==> src/rtl/mqap_pkg.sv <==
// Shared types and constants for the MQTT ack and publish packet checker.
`default_nettype none

package mqap_pkg;

    // Field widths
    localparam int unsigned BYTE_W     = 8;
    localparam int unsigned MODE_W     = 2;
    localparam int unsigned ROLE_W     = 2;
    localparam int unsigned CAP_W      = 9;
    localparam int unsigned INDEX_W    = 9;
    localparam int unsigned TOPIC_W    = 16;
    localparam int unsigned IN_DATA_W  = 8;
    localparam int unsigned OUT_DATA_W = 32;

    // Output tdata bit positions
    localparam int unsigned OUT_STATUS_BIT = 8;
    localparam int unsigned OUT_TLEN_LSB   = 9;
    localparam int unsigned OUT_PLEN_LSB   = 17;
    localparam int unsigned OUT_USED_W     = 25;

    // Header constants
    localparam logic [BYTE_W-1:0] CONNACK_HDR  = 8'h20;
    localparam logic [BYTE_W-1:0] TYPE_MASK    = 8'hF0;
    localparam logic [BYTE_W-1:0] SUBACK_HDR   = 8'h90;
    localparam logic [BYTE_W-1:0] SUBACK_FAIL  = 8'h80;
    localparam logic [3:0]        PUBLISH_TYPE = 4'd3;

    localparam logic [CAP_W-1:0]   CAP_RESET = 9'd256;
    localparam logic [INDEX_W-1:0] INDEX_MAX = 9'd511;

    // Expected packet kind, sampled on the first byte
    typedef enum logic [MODE_W-1:0] {
        KIND_CONNACK = 2'd0,
        KIND_SUBACK  = 2'd1,
        KIND_PUBLISH = 2'd2,
        KIND_UNUSED  = 2'd3    // accepts nothing
    } kind_t;

    // Tag carried with each byte
    typedef enum logic [ROLE_W-1:0] {
        ROLE_HEADER  = 2'd0,
        ROLE_TOPIC   = 2'd1,
        ROLE_PAYLOAD = 2'd2
    } role_t;

endpackage

`default_nettype wire

==> src/rtl/mqtt_ack_publish_parser.sv <==
// Top level of the MQTT ack and publish packet checker.
//
// Checks one received packet byte per cycle unless m_tready stalls the output: an item
// on the slave side is one byte (tlast marks the final byte of the buffer, tuser the
// expected kind: CONNACK, SUBACK or PUBLISH QoS0, sampled on the first byte). Each byte
// comes back out two register stages later, the input register and the result register
// around a single stage of compare logic, tagged through tuser as header, topic or
// payload; the item carrying tlast also carries the verdict and, for an accepted PUBLISH,
// the topic and payload lengths. Tagged bytes of a packet that ends rejected must be
// discarded downstream. cfg_data sets the topic buffer capacity (reset 256); the user
// must write it only while the block is idle, which the block itself does not enforce.
`default_nettype none

module mqtt_ack_publish_parser
(
    input  wire logic                              clk,
    input  wire logic                              rst_n,
    // Configuration write: topic capacity
    input  wire logic                              cfg_valid,
    output logic                                   cfg_ready,
    input  wire logic [mqap_pkg::CAP_W-1:0]        cfg_data,
    // Input bytes
    input  wire logic                              s_tvalid,
    output logic                                   s_tready,
    input  wire logic [mqap_pkg::IN_DATA_W-1:0]    s_tdata,   // [7:0] data_byte
    input  wire logic                              s_tlast,   // last
    input  wire logic [mqap_pkg::MODE_W-1:0]       s_tuser,   // [1:0] mode
    // Output bytes and verdict
    output logic                                   m_tvalid,
    input  wire logic                              m_tready,
    output logic [mqap_pkg::OUT_DATA_W-1:0]        m_tdata,   // [7:0] out_byte, [8] status,
                                                              // [16:9] topic_length,
                                                              // [24:17] payload_length,
                                                              // [31:25] zero
    output logic                                   m_tlast,   // done_res
    output logic [mqap_pkg::ROLE_W-1:0]            m_tuser    // [1:0] role
);

    // Configuration register
    logic [mqap_pkg::CAP_W-1:0] cap_reg;

    // Input register
    logic                            in_valid_reg;
    logic [mqap_pkg::BYTE_W-1:0]     in_byte_reg;
    logic                            in_last_reg;
    logic [mqap_pkg::MODE_W-1:0]     in_mode_reg;

    // Packet state
    logic [mqap_pkg::INDEX_W-1:0]    idx_reg,  idx_next;
    mqap_pkg::kind_t                 kind_reg, kind_next;
    logic [mqap_pkg::BYTE_W-1:0]     rc_reg,   rc_next;
    logic [mqap_pkg::TOPIC_W-1:0]    ts_reg,   ts_next;
    logic                            rej_reg,  rej_next;

    // Result register
    logic                            out_valid_reg;
    logic [mqap_pkg::BYTE_W-1:0]     out_byte_reg;
    logic                            out_last_reg;
    logic                            out_status_reg, status_next;
    logic [mqap_pkg::BYTE_W-1:0]     out_tlen_reg,   tlen_next;
    logic [mqap_pkg::BYTE_W-1:0]     out_plen_reg,   plen_next;
    mqap_pkg::role_t                 out_role_reg,   role_next;

    logic advance;
    logic in_take;

    // Work signals
    mqap_pkg::kind_t                 kind_cur;
    logic [mqap_pkg::BYTE_W-1:0]     rc_cur;
    logic [mqap_pkg::TOPIC_W-1:0]    ts_cur;
    logic                            bad;
    logic [mqap_pkg::BYTE_W-1:0]     b;
    logic [mqap_pkg::INDEX_W-1:0]    i;

    // Handshakes
    assign cfg_ready = 1'b1;
    assign advance   = in_valid_reg && (!out_valid_reg || m_tready);
    assign s_tready  = !in_valid_reg || !out_valid_reg || m_tready;
    assign in_take   = s_tvalid && s_tready;

    // Topic capacity register
    always_ff @(posedge clk or negedge rst_n)
    begin
        if (!rst_n)
        begin
            cap_reg <= mqap_pkg::CAP_RESET;
        end
        else if (cfg_valid && cfg_ready)
        begin
            cap_reg <= cfg_data;
        end
    end

    // Input register
    always_ff @(posedge clk or negedge rst_n)
    begin
        if (!rst_n)
        begin
            in_valid_reg <= 1'b0;
        end
        else if (in_take)
        begin
            in_valid_reg <= 1'b1;
        end
        else if (advance)
        begin
            in_valid_reg <= 1'b0;
        end
    end

    always_ff @(posedge clk)
    begin
        if (in_take)
        begin
            in_byte_reg <= s_tdata[mqap_pkg::BYTE_W-1:0];
            in_last_reg <= s_tlast;
            in_mode_reg <= s_tuser;
        end
    end

    // Per-byte checks
    always_comb
    begin
        b         = in_byte_reg;
        i         = idx_reg;
        kind_cur  = (i == '0) ? mqap_pkg::kind_t'(in_mode_reg) : kind_reg;
        rc_cur    = rc_reg;
        ts_cur    = ts_reg;
        bad       = rej_reg;
        role_next = mqap_pkg::ROLE_HEADER;
        tlen_next = '0;
        plen_next = '0;

        unique case (kind_cur)
            mqap_pkg::KIND_CONNACK:
            begin
                if (i == 9'd0 && b != mqap_pkg::CONNACK_HDR) bad = 1'b1;
                if (i == 9'd3 && b != 8'd0) bad = 1'b1;
                if (in_last_reg && i < 9'd3) bad = 1'b1;
            end
            mqap_pkg::KIND_SUBACK:
            begin
                if (i == 9'd0 && (b & mqap_pkg::TYPE_MASK) != mqap_pkg::SUBACK_HDR)
                    bad = 1'b1;
                if (in_last_reg && (i < 9'd4 || b == mqap_pkg::SUBACK_FAIL)) bad = 1'b1;
            end
            mqap_pkg::KIND_PUBLISH:
            begin
                if (i == 9'd0 && b[7:4] != mqap_pkg::PUBLISH_TYPE) bad = 1'b1;
                if (i == 9'd1)
                begin
                    rc_cur = b;
                    if (b < 8'd2) bad = 1'b1;
                end
                if (i == 9'd2) ts_cur = {b, 8'd0};
                if (i == 9'd3)
                begin
                    ts_cur = {ts_reg[15:8], b};
                    if ({1'b0, ts_cur} + 17'd2 > {9'd0, rc_reg}) bad = 1'b1;
                    if ({1'b0, ts_cur} + 17'd1 > {8'd0, cap_reg}) bad = 1'b1;
                end
                if (in_last_reg &&
                    (i < 9'd3 || {1'b0, i} + 10'd1 < {2'd0, rc_cur} + 10'd2))
                    bad = 1'b1;
                // Topic and payload tagging
                if (!bad && i >= 9'd4)
                begin
                    if ({8'd0, i} < {1'b0, ts_cur} + 17'd4)
                        role_next = mqap_pkg::ROLE_TOPIC;
                    else if ({1'b0, i} < {2'd0, rc_cur} + 10'd2)
                        role_next = mqap_pkg::ROLE_PAYLOAD;
                end
                if (in_last_reg && !bad)
                begin
                    tlen_next = ts_cur[7:0];
                    plen_next = rc_cur - 8'd2 - ts_cur[7:0];
                end
            end
            default:
            begin
                // Unused mode: never accepted
                if (in_last_reg) bad = 1'b1;
            end
        endcase

        status_next = in_last_reg && bad;
    end

    // Next packet state
    always_comb
    begin
        if (in_last_reg)
        begin
            idx_next  = '0;
            kind_next = mqap_pkg::KIND_CONNACK;
            rc_next   = '0;
            ts_next   = '0;
            rej_next  = 1'b0;
        end
        else
        begin
            idx_next  = (idx_reg < mqap_pkg::INDEX_MAX) ? idx_reg + 9'd1 : mqap_pkg::INDEX_MAX;
            kind_next = kind_cur;
            rc_next   = rc_cur;
            ts_next   = ts_cur;
            rej_next  = bad;
        end
    end

    // Packet state registers
    always_ff @(posedge clk or negedge rst_n)
    begin
        if (!rst_n)
        begin
            idx_reg  <= '0;
            kind_reg <= mqap_pkg::KIND_CONNACK;
            rc_reg   <= '0;
            ts_reg   <= '0;
            rej_reg  <= 1'b0;
        end
        else if (advance)
        begin
            idx_reg  <= idx_next;
            kind_reg <= kind_next;
            rc_reg   <= rc_next;
            ts_reg   <= ts_next;
            rej_reg  <= rej_next;
        end
    end

    // Result register
    always_ff @(posedge clk or negedge rst_n)
    begin
        if (!rst_n)
        begin
            out_valid_reg <= 1'b0;
        end
        else if (advance)
        begin
            out_valid_reg <= 1'b1;
        end
        else if (m_tready)
        begin
            out_valid_reg <= 1'b0;
        end
    end

    always_ff @(posedge clk)
    begin
        if (advance)
        begin
            out_byte_reg   <= in_byte_reg;
            out_last_reg   <= in_last_reg;
            out_status_reg <= status_next;
            out_tlen_reg   <= tlen_next;
            out_plen_reg   <= plen_next;
            out_role_reg   <= role_next;
        end
    end

    // Output packing
    assign m_tvalid = out_valid_reg;
    assign m_tlast  = out_last_reg;
    assign m_tuser  = out_role_reg;
    assign m_tdata  = {{(mqap_pkg::OUT_DATA_W - mqap_pkg::OUT_USED_W){1'b0}},
                       out_plen_reg, out_tlen_reg, out_status_reg, out_byte_reg};

endmodule

`default_nettype wire

==> config.mk <==
export PLATFORM = sky130hd
export DESIGN_NAME = mqtt_ack_publish_parser
export DESIGN_NICKNAME = d
export VERILOG_FILES = /design/src/rtl/mqap_pkg.sv /design/src/rtl/mqtt_ack_publish_parser.sv
export SDC_FILE = /design/constraint.sdc
export NUM_CORES = 1
export LEC_CHECK = 0
export ABC_AREA = 1
export CAP_MARGIN = 20
export CORE_MARGIN = 1.5
export CORE_UTILIZATION = 40
export CTS_CLUSTER_SIZE = 40
export DETAILED_ROUTE_END_ITERATION = 8
export DONT_BUFFER_PORTS = 1
export GPL_TIMING_DRIVEN = 0
export PLACE_DENSITY_LB_ADDON = 0.25
export RECOVER_POWER = 100
export SLEW_MARGIN = 10
export SYNTH_ARGS = -nofsm -noshare
export SYNTH_HDL_FRONTEND = slang
export SYNTH_SLANG_ARGS = --single-unit
==> constraint.sdc <==
create_clock -name clk -period 4 [get_ports clk]
set_clock_uncertainty 0.05 [all_clocks]
set_input_delay 0.8 -clock clk [delete_from_list [all_inputs] [get_ports clk]]
set_output_delay 0.8 -clock clk [all_outputs]
set_load 0.05 [all_outputs]
==> results.json <==
{
  "status": "complete, no violations",
  "netlist.area_leader.share_pct": 18.8,
  "tightest_slew_ns": 1.29,
  "setup_ws_ns": 0.186,
  "fin_crit_ns": 3.81,
  "clk_latency_ns": 0.36,
  "core_mm2": 0.0152,
  "ant_nets": 0,
  "slew_headroom_pct": 13.7,
  "power_frac_comb_pct": 42.0,
  "r2r_start": "i[7]",
  "syn_area_mm2": 0.00624,
  "seq_area_mm2": 0.00236,
  "cts_sinks": 86,
  "regToRegSetupSlack_ns": 0.19,
  "instances_no_fill": 994,
  "path_max_fanout": 8,
  "via_per_inst": 5.17,
  "switching_share_pct": 42.2,
  "synth_most_common_cell": "nand2_1",
  "synthesis.instances": 757,
  "switchingPower_mw": 1.40,
  "finalNetCount": 884,
  "cts-root-buf": "clkbuf_16",
  "r2r-end": "m_tuser[1]",
  "first_pass_iters": 5,
  "synth-async-reset-ratio_pct": 54.7,
  "cp.required_ns": 4.13,
  "cts_htree_levels": 3,
  "slew_violations": 0,
  "grt_start_max_net_pins": 48,
  "min_path_type": "input port to async pin",
  "cts_buffers": 9,
  "diodes": 0,
  "io_buffers": 0,
  "drv_cap": 0,
  "crit_end": "m_tuser[1]",
  "intPower_mw": 1.92,
  "cts_buffer_depth": 2,
  "synthTopCellsByCount": "nand2_1 (138), inv_1 (119), ha_1 (57)",
  "cts_tree": "done",
  "post-route-period-util_pct": 95.3,
  "area_delta_synth_final_pct": 13.0,
  "fp-row-count": 45,
  "multi_input_area_mm2": 0.00334,
  "clock.fmax_ghz": 0.262,
  "synth.area.top_cells": "edfxtp_1 (19%), dfrtp_1 (18%), ha_1 (11%)",
  "p_per_area_mw_per_mm2": 471,
  "dp_slack_ns": -0.384,
  "place_congestion": 0.914,
  "fillers": 1522,
  "power_leakage_nw": 3.18,
  "cp-end-kind": "flop",
  "worstSetupPathType": "flop to flop",
  "grt_overflow_total": 0,
  "wire_per_inst_um": 15.9,
  "arrival_ns": 3.95,
  "seq_area_frac_synth_pct": 37.6,
  "die_w_um": 128,
  "path_clk_slew_ns": 0.07,
  "io_pins": 63,
  "hold_viol_final": 0,
  "synth-edff-count": 39,
  "ys_types": 54,
  "route.detailed.drc": 0,
  "path_cells": "inv_4, nand2_4, nor2_8, buf_8, nand4_4, buf_8, o21ai_4, ha_4, nand4_1, nor2_1, xor2_1, ha_1, nand4_1, nor3_1, o21ai_1, o211ai_1, nand3_1, nor2_4, nand3_2, nor3_4",
  "startpoint": "i[7]",
  "initial_core_util_pct": 41.1,
  "startpoint_type": "flop",
  "reg2regPathDepth": 20,
  "setup_viol": 0,
  "drive_gt1_share_pct": 17.1,
  "die_h_um": 128,
  "synth_top_flop_cell": "dfrtp_1",
  "dpl.cell_count": 952,
  "dp_hpwl_mm": 11.8,
  "antenna_found_initial": 0,
  "synth_top_cell_by_area": "edfxtp_1",
  "slowest_delay_ns": 0.44,
  "ir_drop_v": 0.000252,
  "drt_iter0_drc": 355,
  "via_count": 5140,
  "largest_register_ffs": 16,
  "drt-total-wl_mm": 15.8,
  "ys_warn_count": 0,
  "grt_pass1_vias": 4747,
  "clkPwrFrac_pct": 23.8,
  "grt_pass1_wl_mm": 25.0,
  "die-area_mm2": 0.0164,
  "ys_ff_latch": 86,
  "rsz0062_at_grt": "yes",
  "syn_avg_cell_area_um2": 8.25,
  "grt_use_total_pct": 20.1,
  "crit_path_top_delay_cell": "dfrtp_2",
  "pwr-share-seq_pct": 34.2
}
==> kinds of logic after synthesis <==
logic type / synth area share, %
xor+xnor: 4.07
simple gates: 22.8
other cells: 0.120
fa+ha+maj: 11.7
flops: 37.6
mux: 0.180
buf+inv: 10.4
compound gates: 13.1
==> cell usage in the layout, fill, tap and decap left out, types with 3 or more instances in the layout <==
master,synthesis,routed
nand2_1,138,138
xor2_1,26,26
o21ai_2,3,7
nor2_1,51,50
inv_1,119,116
o21ai_1,7,6
o22ai_1,28,28
nand2_4,4,4
clkbuf_16,0,9
ha_1,57,56
dfrtp_2,0,7
clkinvlp_4,0,3
a21oi_1,22,21
nand2_2,7,7
buf_4,9,33
xnor2_1,3,3
edfxtp_1,39,39
a211oi_1,6,6
inv_4,1,3
nand3_2,3,4
nor2_4,7,8
nand4_4,2,3
nor3_1,11,11
a21oi_2,2,3
clkbuf_1,3,9
nor2_2,11,11
o21ai_0,54,50
buf_2,11,9
dfrtp_1,46,39
nand3_1,40,39
nand4_1,5,5
inv_2,6,7
conb_1,2,8
==> critical path, delay by kind of cell, from the launching register on <==
| family | cells | cell delay (ns) |
|---|---|---|
| AOI/OAI and AO/OA | 3 | 0.45 |
| adders and majority gates | 2 | 0.51 |
| DFF | 1 | 0.44 |
| xor gates and xnor gates | 1 | 0.10 |
| buffers and inverters | 3 | 0.43 |
| and+or+nand+nor | 11 | 1.66 |
==> layer usage <==
metal	share of wire [%]	GRT usage, %
met5	0	0
met2	45	31.2
met4	2.9	7.80
met3	4.7	4.17
met1	47	27.5
==> area by class of cell <==
type / instances / share of cell area [%]
Clock buffer: 11 / 3.30
Buffer: 26 / 2.50
Inverter: 128 / 6.93
Timing Repair Buffer: 27 / 2.77
Tap cell: 188 / 3.33
Sequential cell: 86 / 33.4
Multi-Input combinational cell: 523 / 47.3
Clock inverter: 5 / 0.496
==> how the worst min path moves through the flow <==
| stage | start | to | cells after the start |
|---|---|---|---|
| global route | rst_n | cap_reg[1] | 0 |
| detailed placement | b[3] | out_byte_reg[3] | 0 |
| finish | rst_n | cap_reg[1] | 0 |
| floorplan | b[3] | out_byte_reg[3] | 0 |
| CTS | rst_n | ts_reg[2] | 0 |
| global placement | b[7] | out_byte_reg[7] | 0 |
==> per-stage QoR <==
stage / hold WS, ns / cell area, um2 / total power [mW] / setup TNS, ns / utilization [%]
5_1_grt: 0.0682 / 7060 / 3.58 / -0.129 / 46.4
3_3_place_gp: 0.380 / 6500 / 2.48 / -0.789 / 42.8
4_1_cts: 0.0722 / 6820 / 3.31 / 0 / 44.9
6_report: 0.0850 / 7060 / 3.32 / 0 / 46.4
3_5_place_dp: 0.384 / 6530 / 2.50 / -0.725 / 43.0
2_1_floorplan: 0.371 / 6270 / 2.20 / 0 / -
==> power by group through the flow <==
stage	Combinational (mW)	Sequential [mW]	Clock, mW
after detailed placement	1.35	1.15	0
after global routing	1.59	1.15	0.843
after CTS	1.36	1.14	0.812
after floorplan	1.07	1.14	0
final	1.39	1.14	0.791
after global placement	1.33	1.15	0
==> what timing repair did <==
action                                  in CTS  in global routing
resized for setup                            6                 28
hold buffers                                 0                  0
buffers inserted                             1                 25
endpoints found under the setup margin       2                  5
pin swaps                                    0                  9
Power figures use the tool's default switching activity.
